<file path="src/hw/rtl/assert_macros.svh">
// ----------------------------------------------------------------------------
// assert_macros.svh
// assertion helpers shared by the gate rtl
// ----------------------------------------------------------------------------
`ifndef ASSERT_MACROS_SVH
`define ASSERT_MACROS_SVH

// clocked assertion, masked while reset is asserted
`define RIAG_ASSERT(lbl, clk, rstn, prop) \
    lbl: assert property (@(posedge clk) disable iff (!rstn) prop) \
        else $error("riag assertion failed");

// clocked assertion, also checked across reset
`define RIAG_ASSERT_NR(lbl, clk, prop) \
    lbl: assert property (@(posedge clk) prop) \
        else $error("riag assertion failed");

`endif

</file>
<file path="src/hw/rtl/riag_pkg.sv">
// ----------------------------------------------------------------------------
// riag_pkg
// shared types, constants and helpers of the random interval audio gate
// ----------------------------------------------------------------------------
`default_nettype none

package riag_pkg;

    // default widths
    localparam int SAMPLE_BITS   = 24;
    localparam int COUNT_BITS    = 21;
    localparam int CFG_LEN_BITS  = 21;
    localparam int GAIN_BITS     = 17;
    localparam int RAND_BITS     = 32;
    localparam int CFG_DATA_BITS = 32;
    localparam int CFG_IDX_BITS  = 3;

    // gain and random source constants
    localparam logic [GAIN_BITS-1:0] UNITY_GAIN = 17'h10000;
    localparam logic [RAND_BITS-1:0] LFSR_MASK  = 32'h8020_0003;

    // register reset values
    localparam logic [CFG_LEN_BITS-1:0] SILENCE_RST = 21'd96000;
    localparam logic [CFG_LEN_BITS-1:0] MIN_RST     = 21'd4800;
    localparam logic [CFG_LEN_BITS-1:0] MAX_RST     = 21'd240000;
    localparam logic [GAIN_BITS-1:0]    STEP_RST    = 17'd137;
    localparam logic [RAND_BITS-1:0]    SEED_RST    = 32'd1;

    // register indexes
    typedef enum logic [CFG_IDX_BITS-1:0] {
        CFG_SILENCE = 3'd0,
        CFG_MIN     = 3'd1,
        CFG_MAX     = 3'd2,
        CFG_STEP    = 3'd3,
        CFG_SEED    = 3'd4
    } t_cfg_idx;

    // one register write
    typedef struct packed {
        logic                     we;
        logic [CFG_IDX_BITS-1:0]  idx;
        logic [CFG_DATA_BITS-1:0] data;
    } t_cfg_wr;

    // per-frame gate result handed to the scaling stage
    typedef struct packed {
        logic [GAIN_BITS-1:0] gain;
        logic                 open;
    } t_frame;

    // one step of the galois lfsr
    function automatic logic [RAND_BITS-1:0] lfsr_step(input logic [RAND_BITS-1:0] s);
        logic [RAND_BITS-1:0] sh;
        sh = {1'b0, s[RAND_BITS-1:1]};
        return s[0] ? (sh ^ LFSR_MASK) : sh;
    endfunction

endpackage

`default_nettype wire

</file>
<file path="src/hw/rtl/riag_scale.sv">
// ----------------------------------------------------------------------------
// riag_scale
// gain multiply of both channels into the output register
// ----------------------------------------------------------------------------
`default_nettype none

module riag_scale #(
    parameter int SAMPLE_BITS = riag_pkg::SAMPLE_BITS
) (
    input  wire                                 i_clk,
    input  wire                                 i_rst_n,
    input  wire                                 i_valid,
    input  wire  signed [SAMPLE_BITS-1:0]       i_left,
    input  wire  signed [SAMPLE_BITS-1:0]       i_right,
    input  riag_pkg::t_frame                    i_frame,
    output logic                                o_ready,
    output logic                                o_valid,
    input  wire                                 i_out_ready,
    output logic signed [SAMPLE_BITS-1:0]       o_left,
    output logic signed [SAMPLE_BITS-1:0]       o_right,
    output logic [riag_pkg::GAIN_BITS-1:0]      o_gain,
    output logic                                o_open
);

    localparam int GB = riag_pkg::GAIN_BITS;
    localparam int PW = SAMPLE_BITS + GB + 1;

    logic signed [GB:0]   gain_s;
    logic signed [PW-1:0] prod_l;
    logic signed [PW-1:0] prod_r;
    logic                 r_valid;

    // floored q1.16 products
    assign gain_s = $signed({1'b0, i_frame.gain});
    assign prod_l = PW'(i_left) * PW'(gain_s);
    assign prod_r = PW'(i_right) * PW'(gain_s);

    assign o_ready = !r_valid || i_out_ready;

    // output valid
    always_ff @(posedge i_clk) begin
        if (!i_rst_n) begin
            r_valid <= 1'b0;
        end else if (o_ready) begin
            r_valid <= i_valid;
        end
    end

    // output payload
    always_ff @(posedge i_clk) begin
        if (o_ready && i_valid) begin
            o_left  <= prod_l[SAMPLE_BITS+15:16];
            o_right <= prod_r[SAMPLE_BITS+15:16];
            o_gain  <= i_frame.gain;
            o_open  <= i_frame.open;
        end
    end

    assign o_valid = r_valid;

endmodule

`default_nettype wire

</file>
<file path="config.mk">
export PLATFORM = sky130hd
export DESIGN_NAME = riag_scale
export DESIGN_NICKNAME = d
export VERILOG_FILES = /design/src/hw/rtl/assert_macros.svh /design/src/hw/rtl/riag_pkg.sv /design/src/hw/rtl/riag_scale.sv
export SDC_FILE = /design/constraint.sdc
export NUM_CORES = 2
export LEC_CHECK = 0
export BUFFER_PORTS_ARGS = -buffer_cell sky130_fd_sc_hd__buf_2
export CAP_MARGIN = 5
export CORE_MARGIN = 1
export CORE_UTILIZATION = 65
export CTS_BUF_LIST = sky130_fd_sc_hd__clkbuf_16
export CTS_CLUSTER_SIZE = 14
export DETAILED_ROUTE_END_ITERATION = 16
export MAX_ROUTING_LAYER = met4
export PLACE_DENSITY = 0.84
export SLEW_MARGIN = 10
export SYNTH_ARGS = -nofsm -noshare
export SYNTH_HDL_FRONTEND = slang
export SYNTH_SLANG_ARGS = --single-unit
</file>
<file path="constraint.sdc">
create_clock -name i_clk -period 8.9 [get_ports i_clk]
set_clock_uncertainty 0.2 [all_clocks]
set_input_delay 1.335 -clock i_clk [delete_from_list [all_inputs] [get_ports i_clk]]
set_output_delay 1.335 -clock i_clk [all_outputs]
set_load 0.05 [all_outputs]
</file>
==> impl_metrics.yaml <==
synthesis:
  post_synth.cell_area_avg_um2: 9.28
  synth_nets: 4268
  synth_top_area_share: 0.516
  synth_area_mm2: 0.0300
  synth_edf_count: 66
  synth_commonest_cells: "inv_1 (929), fa_1 (774), nand2_1 (453), and2_1 (384), ha_1 (188)"
  yosysWarnings: 0
  synth_area_leaders: "fa_1 (52%), inv_1 (12%), and2_1 (8.0%), ha_1 (7.8%), edfxtp_1 (6.6%)"
  synthCells: 3236
  ys_ff_latch: 67
  async_reset_ff_frac: 0
  synthDistinctLibCells: 59
  synth.most_common_cell: "inv_1"
  synth.yosys.seq_area_share: 0.0666
  synth-main-ff-cell: "edfxtp_1"
  yosysTopAreaCell: "fa_1"
timing:
  worstMarginPinSlew_ns: 1.19
  finalHoldViolCount: 0
  slew_headroom: 0.204
  tns_ns: 0
  rsz0062_at_grt: "no"
  layout_min_cycle_time_ns: 7.95
  min_period_over_period: 0.893
  worst_slack_ns: 0.954
  fmaxAchievable_mhz: 126
  setup_violations: 0
  slew_violations: 0
clock_network:
  cts_tree: "built"
  ctsHoldBuffers: 0
  cts_resized: 0
  clkTransAtPathRegs_ns: 0.06
  insertion_delay_ns: 0.39
  cts.sinks: 67
  h-tree-depth: 3
  cts-root-buf: "clkbuf_16"
  cts_buffers: 9
  cts_buffer_depth: 2
  cts_setup_buffers: 0
global_route:
  grt_max_degree: 50
  overflow: 0
  antenna_found_initial: 2
  grt_usage: 0.331
  grt_pass1_wl_mm: 118
  grt_pass1_vias: 24734
routing:
  vias_per_cell: 5.59
  firstDrtPassIters: 7
  antenna_left: 0
  drt_iter0_drc: 1428
  vias: 21689
  drcViolationCount: 0
  drt_wl_total_mm: 69.1
  wl_per_cell_um: 17.8
worst_setup_path:
  worstPathArrival_ns: 7.89
  critPathKind: "in -> reg"
  path_max_fanout: 50
  worst_ep_required_time_ns: 8.84
  startpoint_type: "input port"
  crit_path_end_kind: "register"
placed_design:
  dp_slack_ns: 0.661
  place_congestion: 0.896
  port_buffers: 137
  hpwl_mm: 54.9
floorplanning:
  dieWidth_um: 217
  initial_core_util: 0.661
  io_pins: 138
  row_count: 78
  die_area_mm2: 0.0471
  die_h_um: 217
  core_mm2: 0.0455
run_status:
  outcome: "complete, no violations"
final_layout:
  nets: 4302
  drive_above_1_share: 0.0598
  area_growth_pct: 4.62
min_path:
  hp-class: "reg -> reg"
run:
  drv_cap: 0
critical path, stage by stage:
cell and delay [ns]:
buf_2 0.80, nand2_1 0.18, fa_1 0.55, fa_1 0.52
fa_1 0.51, inv_1 0.06, fa_1 0.52, fa_1 0.49
inv_1 0.05, fa_1 0.48, inv_1 0.05, ha_1 0.31
nand2_1 0.06, o21a_1 0.20, and2_1 0.21, a2111oi_0 0.85
o311ai_1 0.19, nand2_1 0.20, mux2i_1 0.21, nand3_1 0.09
per-stage QoR:
stage	hold slack (ns)	instance area, um^2	utilization	instances
2_1_floorplan	0.946	30000	-	3236
3_3_place_gp	0.305	31100	0.684	3859
3_5_place_dp	0.322	31100	0.684	3859
4_1_cts	0.331	31400	0.691	3875
5_1_grt	0.359	31400	0.691	3877
6_report	0.324	31400	0.691	3877
cell families after synthesis:
| logic type | share of synthesized area |
|---|---|
| mux | 0.000333 |
| fa+ha+maj | 0.594 |
| compound gates | 0.0342 |
| xor+xnor | 0.0175 |
| simple gates | 0.155 |
| buf+inv | 0.133 |
| flops | 0.0666 |
per-layer routing:
layer / global-route usage / wire length (um) / share of wire
met4: 0.166 / 3620 / 0.052
met1: 0.386 / 24700 / 0.36
met2: 0.561 / 35800 / 0.52
met3: 0.0506 / 5010 / 0.073
met5: - / 0 / 0
final cells by class:
cell class | instances | area (um^2)
multi-input combinational | 2107 | 24100
fill | 3457 | 14000
inverter | 929 | 3490
sequential | 67 | 2000
timing repair buffer | 156 | 828
tap | 600 | 751
clock buffer | 9 | 225
clock inverter | 7 | 75.1
antenna | 2 | 5.00
path summary, 6_finish.rpt:
| check | cells after the start | startpoint | endpoint | slack, ns |
|---|---|---|---|---|
| setup / recovery | 20 | i_frame[4] | o_right[15] | 0.95 |
| hold / removal | 2 | o_valid | o_valid | 0.32 |
| setup reg to reg | 3 | o_valid | o_left[6] | 6.90 |
| hold reg to reg | 2 | o_valid | o_valid | 0.32 |
sequential cells by signal (all words and copies together), names as in the netlist:
register and cells:
o_left 24, o_right 24, o_gain 17, o_open 1, o_valid 1
cell usage in the layout (no fill, tap or decap), types with 2 or more instances in the layout:
master	count
a21o_1	17
fa_1	774
nand4_1	7
xor2_1	19
clkbuf_16	9
o21ai_0	19
o2111ai_1	3
o21ai_2	2
inv_1	929
a211oi_1	7
o21a_1	16
edfxtp_1	66
a21oi_2	2
a221oi_1	3
and3_1	7
nor3_1	17
or2_2	2
nand2b_1	5
inv_6	2
a21oi_1	38
a21boi_0	4
and2_1	383
nand2_1	453
clkinvlp_4	3
nand3_1	13
or3_1	2
nor4_1	2
ha_1	188
buf_2	137
o211ai_1	3
buf_4	19
nor2_1	39
xnor2_1	41
nor2b_1	3
a211oi_2	6
a31oi_1	4
o21ai_1	2
diode_2	2
Power is left out: the tool's default activity adds up to more than one toggle a clock period on the data nets, which glitch-free logic cannot reach.
