## src/hw/rtl/assert_macros.svh

```systemverilog
// ----------------------------------------------------------------------------
// assert_macros.svh
// assertion helpers shared by the gate rtl
// ----------------------------------------------------------------------------
`ifndef ASSERT_MACROS_SVH
`define ASSERT_MACROS_SVH

// clocked assertion, masked while reset is asserted
`define RIAG_ASSERT(lbl, clk, rstn, prop) \
    lbl: assert property (@(posedge clk) disable iff (!rstn) prop) \
        else $error("riag assertion failed");

// clocked assertion, also checked across reset
`define RIAG_ASSERT_NR(lbl, clk, prop) \
    lbl: assert property (@(posedge clk) prop) \
        else $error("riag assertion failed");

`endif

```

## src/hw/rtl/riag_pkg.sv

```systemverilog
// ----------------------------------------------------------------------------
// riag_pkg
// shared types, constants and helpers of the random interval audio gate
// ----------------------------------------------------------------------------
`default_nettype none

package riag_pkg;

    // default widths
    localparam int SAMPLE_BITS   = 24;
    localparam int COUNT_BITS    = 21;
    localparam int CFG_LEN_BITS  = 21;
    localparam int GAIN_BITS     = 17;
    localparam int RAND_BITS     = 32;
    localparam int CFG_DATA_BITS = 32;
    localparam int CFG_IDX_BITS  = 3;

    // gain and random source constants
    localparam logic [GAIN_BITS-1:0] UNITY_GAIN = 17'h10000;
    localparam logic [RAND_BITS-1:0] LFSR_MASK  = 32'h8020_0003;

    // register reset values
    localparam logic [CFG_LEN_BITS-1:0] SILENCE_RST = 21'd96000;
    localparam logic [CFG_LEN_BITS-1:0] MIN_RST     = 21'd4800;
    localparam logic [CFG_LEN_BITS-1:0] MAX_RST     = 21'd240000;
    localparam logic [GAIN_BITS-1:0]    STEP_RST    = 17'd137;
    localparam logic [RAND_BITS-1:0]    SEED_RST    = 32'd1;

    // register indexes
    typedef enum logic [CFG_IDX_BITS-1:0] {
        CFG_SILENCE = 3'd0,
        CFG_MIN     = 3'd1,
        CFG_MAX     = 3'd2,
        CFG_STEP    = 3'd3,
        CFG_SEED    = 3'd4
    } t_cfg_idx;

    // one register write
    typedef struct packed {
        logic                     we;
        logic [CFG_IDX_BITS-1:0]  idx;
        logic [CFG_DATA_BITS-1:0] data;
    } t_cfg_wr;

    // per-frame gate result handed to the scaling stage
    typedef struct packed {
        logic [GAIN_BITS-1:0] gain;
        logic                 open;
    } t_frame;

    // one step of the galois lfsr
    function automatic logic [RAND_BITS-1:0] lfsr_step(input logic [RAND_BITS-1:0] s);
        logic [RAND_BITS-1:0] sh;
        sh = {1'b0, s[RAND_BITS-1:1]};
        return s[0] ? (sh ^ LFSR_MASK) : sh;
    endfunction

endpackage

`default_nettype wire

```

## src/hw/rtl/riag_ctrl.sv

```systemverilog
// ----------------------------------------------------------------------------
// riag_ctrl
// phase counter, gate flag and gain ramp, updated once per accepted frame
// ----------------------------------------------------------------------------
`default_nettype none

module riag_ctrl #(
    parameter int COUNT_BITS = riag_pkg::COUNT_BITS
) (
    input  wire                     i_clk,
    input  wire                     i_rst_n,
    input  riag_pkg::t_cfg_wr       i_cfg,
    input  wire                     i_acc,
    input  wire  [COUNT_BITS-1:0]   i_dur,
    output logic                    o_draw,
    output riag_pkg::t_frame        o_frame
);

    localparam int GB = riag_pkg::GAIN_BITS;

    logic [riag_pkg::CFG_LEN_BITS-1:0] r_silence;
    logic [GB-1:0]                     r_step;
    logic                              r_open;
    logic                              r_first;
    logic [COUNT_BITS-1:0]             r_count;
    logic [GB-1:0]                     r_gain;

    logic [COUNT_BITS-1:0] cnt_a;
    logic [COUNT_BITS-1:0] cnt_b;
    logic [COUNT_BITS-1:0] n_count;
    logic                  n_open;
    logic [GB-1:0]         n_gain;
    logic [GB:0]           up_sum;

    // phase check: first draw, then flip at zero
    always_comb begin
        cnt_a = r_first ? i_dur : r_count;
        if (cnt_a == '0) begin
            n_open = !r_open;
            cnt_b  = r_open ? COUNT_BITS'(r_silence) : i_dur;
        end else begin
            n_open = r_open;
            cnt_b  = cnt_a;
        end
        n_count = (cnt_b != '0) ? cnt_b - COUNT_BITS'(1) : '0;
    end

    // a draw consumes the precomputed length
    assign o_draw = i_acc && (r_first || ((r_count == '0) && !r_open));

    // linear ramp toward unity or zero, clamped
    always_comb begin
        up_sum = {1'b0, r_gain} + {1'b0, r_step};
        if (n_open) begin
            n_gain = (up_sum > {1'b0, riag_pkg::UNITY_GAIN}) ?
                     riag_pkg::UNITY_GAIN : up_sum[GB-1:0];
        end else begin
            n_gain = (r_gain > r_step) ? r_gain - r_step : '0;
        end
    end

    assign o_frame.gain = n_gain;
    assign o_frame.open = n_open;

    // gate state and registers
    always_ff @(posedge i_clk) begin
        if (!i_rst_n) begin
            r_silence <= riag_pkg::SILENCE_RST;
            r_step    <= riag_pkg::STEP_RST;
            r_open    <= 1'b1;
            r_first   <= 1'b1;
            r_count   <= '0;
            r_gain    <= riag_pkg::UNITY_GAIN;
        end else begin
            if (i_cfg.we && (i_cfg.idx == riag_pkg::CFG_SILENCE)) begin
                r_silence <= i_cfg.data[riag_pkg::CFG_LEN_BITS-1:0];
            end
            if (i_cfg.we && (i_cfg.idx == riag_pkg::CFG_STEP)) begin
                r_step <= i_cfg.data[GB-1:0];
            end
            if (i_acc) begin
                r_open  <= n_open;
                r_first <= 1'b0;
                r_count <= n_count;
                r_gain  <= n_gain;
            end
        end
    end

endmodule

`default_nettype wire

```

## config.mk

```make
export PLATFORM = sky130hd
export DESIGN_NAME = riag_ctrl
export DESIGN_NICKNAME = d
export VERILOG_FILES = /design/src/hw/rtl/assert_macros.svh /design/src/hw/rtl/riag_pkg.sv /design/src/hw/rtl/riag_ctrl.sv
export SDC_FILE = /design/constraint.sdc
export NUM_CORES = 1
export LEC_CHECK = 0
export BUFFER_PORTS_ARGS = -buffer_cell sky130_fd_sc_hd__buf_2
export CAP_MARGIN = 20
export CORE_ASPECT_RATIO = 0.8
export CORE_UTILIZATION = 50
export DETAILED_ROUTE_END_ITERATION = 6
export MAX_ROUTING_LAYER = met4
export PLACE_DENSITY = 0.77
export SETUP_SLACK_MARGIN = 0.05
export SKIP_LAST_GASP = 1
export SYNTH_ARGS = -nofsm -noshare
export SYNTH_HDL_FRONTEND = slang
export SYNTH_SLANG_ARGS = --single-unit
```

## constraint.sdc

```tcl
create_clock -name i_clk -period 4.3 [get_ports i_clk]
set_clock_uncertainty 0.2 [all_clocks]
set_input_delay 0.86 -clock i_clk [delete_from_list [all_inputs] [get_ports i_clk]]
set_output_delay 0.86 -clock i_clk [all_outputs]
set_load 0.02 [all_outputs]
```

==> results.sh <==
export IMPL_status="finished, violations left"
export IMPL_failed_checks="design-rule violations, negative setup slack"
export IMPL_rsz0062_at_grt="yes"
export IMPL_wl_per_cell_um=22.1
export IMPL_grt_pass1_vias=7296
export IMPL_routabilityCongestion=0.975
export IMPL_ys_seq_area_share_pct=24.1
export IMPL_hold_class="register to register"
export IMPL_antenna_found_initial=0
export IMPL_slew_headroom_pct=41.0
export IMPL_crit_fanout=5
export IMPL_crit_required_ps=3240
export IMPL_max_freq_mhz=217
export IMPL_layout_drive_gt1_share_pct=39.5
export IMPL_h_tree_depth=3
export IMPL_setup_viol=16
export IMPL_core_area_um2=12400
export IMPL_async_flop_share_pct=0
export IMPL_synth_top_area_share_pct=24.1
export IMPL_fp_dieW_um=129
export IMPL_synth_edf_count=0
export IMPL_crit_arrival_ps=3540
export IMPL_ys_warnings_count=0
export IMPL_synth_area_um2=6490
export IMPL_cts_tree="yes"
export IMPL_hpwl_um=16500
export IMPL_root_buffer="clkbuf_16"
export IMPL_post_synth_top_count_cell="nand2_1"
export IMPL_fin_setup_tns_ps=-3520
export IMPL_fin_nets=1124
export IMPL_critPathKind="register to primary output"
export IMPL_cp_end_kind="primary output"
export IMPL_clkTransAtPathRegs_ps=60
export IMPL_grt_pass1_wl_um=38000
export IMPL_r2r_worst_path_cells=15
export IMPL_min_period_ps=4600
export IMPL_drt_iter0_drc=796
export IMPL_die_y_um=104
export IMPL_io_buffers=67
export IMPL_ant_nets=0
export IMPL_grtUsageMet2_pct=53.6
export IMPL_rr_endpoint="r_gain[12]$_SDFFE_PN0P_"
export IMPL_synthTopCellsByArea="dfxtp_1, nand2_1, ha_1"
export IMPL_start_util_pct=52.2
export IMPL_critPathBufInv=5
export IMPL_busiest_layer="met2"
export IMPL_worst_slew_pin_slew_ps=884
export IMPL_final_period_utilization_pct=107
export IMPL_synth_flop_cell="dfxtp_1"
export IMPL_whs_path_depth=2
export IMPL_r2r_slack_ps=470
export IMPL_avgViaCountPerCell=6.53
export IMPL_cts_buffers=9
export IMPL_powerDensity_nw_per_um2=215
export IMPL_drtPass1Iterations=7
export IMPL_synth_nets=923
export IMPL_post_route_drc_count=1
export IMPL_slew_violations=0
export IMPL_io_pins=79
export IMPL_drt_total_wl_um=26700
export IMPL_holdWs_ps=271
export IMPL_syn2layout_area_growth_pct=46.6
export IMPL_diodes=0
export IMPL_synth_top_cell_by_area="dfxtp_1"
export IMPL_r2r_start="r_step[0]$_SDFFE_PN1P_"
export IMPL_ir_drop_v=0.000214
export IMPL_syn_avg_cell_area_um2=7.85
export IMPL_cts_hold_buf=0
export IMPL_worstSkewPairLatency_ps=350
export IMPL_die_area_um2=13400
export IMPL_crit_path_end="o_frame[8]"
export IMPL_cp_depth=14
export IMPL_critPathTopFamily="compound AO/OA/AOI/OAI gates"
export IMPL_leakage_uw=0.00390
export IMPL_startpoint_type="register"
export IMPL_grt_util_met3_pct=9.93
export IMPL_synth_cell_types=88
export IMPL_grt_use_met1_pct=49.8
export IMPL_syn_instance_count=827
export IMPL_cp_slowest_cell="a221oi_1"
export IMPL_fp_row_count=36
export IMPL_grt_overflow_total=0
export IMPL_synthTopCellsByCount="nand2_1, dfxtp_1, inv_1"
export IMPL_max_stage_delay_ps=470
export IMPL_cts_sinks=78
export IMPL_drv_cap=0
export IMPL_vias=7866
export IMPL_setup_ws_ps=-301
export IMPL_ys_seq_elements=78
export IMPL_cts_buffer_depth=2
export IMPL_hold_viol=0
export IMPL_grt_max_degree=47
export IMPL_grt_total_usage_pct=37.6
export IMPL_crit_chain="ha_4, buf_6, nor2b_4, o211ai_1, buf_4, a2111oi_4, buf_4, o211ai_1, and2_4, o311a_4, buf_12, a221oi_1, a211oi_4, buf_6"
export IMPL_critPathLaunch="r_step[0]$_SDFFE_PN1P_"
## final cells by class
class | instances | area (um^2)
Multi-Input combinational cell | 655 | 5310
Fill cell | 860 | 2910
Timing Repair Buffer | 240 | 1920
Sequential cell | 78 | 1580
Clock buffer | 10 | 239
Tap cell | 171 | 214
Inverter | 44 | 170
Clock inverter | 6 | 85.1
## cell families after synthesis
logic type / after synthesis / synth area share (%)
compound gates: 297 / 35.9
simple gates: 288 / 21.8
buf+inv: 95 / 6.36
flops: 78 / 24.1
fa+ha+maj: 36 / 7.17
xor+xnor: 23 / 3.10
mux: 10 / 1.60
## metrics by stage
step                      util (%)  worst slack (ps)  instances  total power [uW]  instance area, um^2
after global placement        63.2              -187       1146              1130                 7860
final                         76.6              -301       1204              2040                 9520
after floorplan                  -              89.5        827              1000                 6500
after global routing          76.6              -412       1204              2100                 9520
after detailed placement      63.2              -252       1146              1140                 7860
after CTS                     71.7              -198       1186              1990                 8920
## worst min path at each step
stage / startpoint / endpoint / slack [ps]
floorplan: r_silence[10]$_SDFFE_PN1P_ / r_silence[10]$_SDFFE_PN1P_ / 230
global placement: r_silence[10]$_SDFFE_PN1P_ / r_silence[10]$_SDFFE_PN1P_ / 250
detailed placement: r_silence[10]$_SDFFE_PN1P_ / r_silence[10]$_SDFFE_PN1P_ / 250
CTS: r_count[10]$_SDFFE_PN0P_ / r_count[10]$_SDFFE_PN0P_ / 270
global route: r_gain[16]$_SDFFE_PN1P_ / r_gain[16]$_SDFFE_PN1P_ / 310
finish: r_count[10]$_SDFFE_PN0P_ / r_count[10]$_SDFFE_PN0P_ / 270
## worst register-to-register path, delay by kind of cell (launching register included)
family / cells / cell delay (ps)
AO/OA/AOI/OAI: 6 / 1580
adder cells (fa/ha/maj): 1 / 190
buffers and inverters: 5 / 750
flip-flops: 1 / 360
AND/OR/NAND/NOR: 3 / 590
## cells in the final DEF, fill, tap and decap left out, types with 12 or more instances in the layout
cell type	n
buf_4	151
nand2_1	127
dfxtp_1	68
buf_2	49
inv_1	38
nor2_1	38
a21oi_1	34
buf_6	32
a21boi_0	31
o21ai_0	26
ha_1	22
nand3_1	21
a22o_1	20
a21o_1	15
xnor2_1	15
nor3_1	12
## flip-flops by register name, indices dropped and copies added, names as in the netlist
signal     cells
r_first        1
r_silence     21
r_open         1
r_step        17
r_count       21
r_gain        17
## layer usage
layer / share of wire [%] / up-vias
met5: 0 / -
met2: 45 / 569
met1: 39 / 3712
met4: 3.9 / 0
met3: 12 / 107
li1: - / 3478
## repair_timing
item,in CTS,in global routing
gates cloned,3,2
setup endpoints to repair,17,17
gates resized for setup,108,87
pin swaps,45,44
buffers inserted,21,16
## report_power, final
part           leakage, uW  total, uW  switching, uW  internal, uW
combinational      0.00311        415            234           181
clock             0.000154        849            327           522
sequential        0.000638        780           32.3           748
Power figures use the tool's default switching activity.
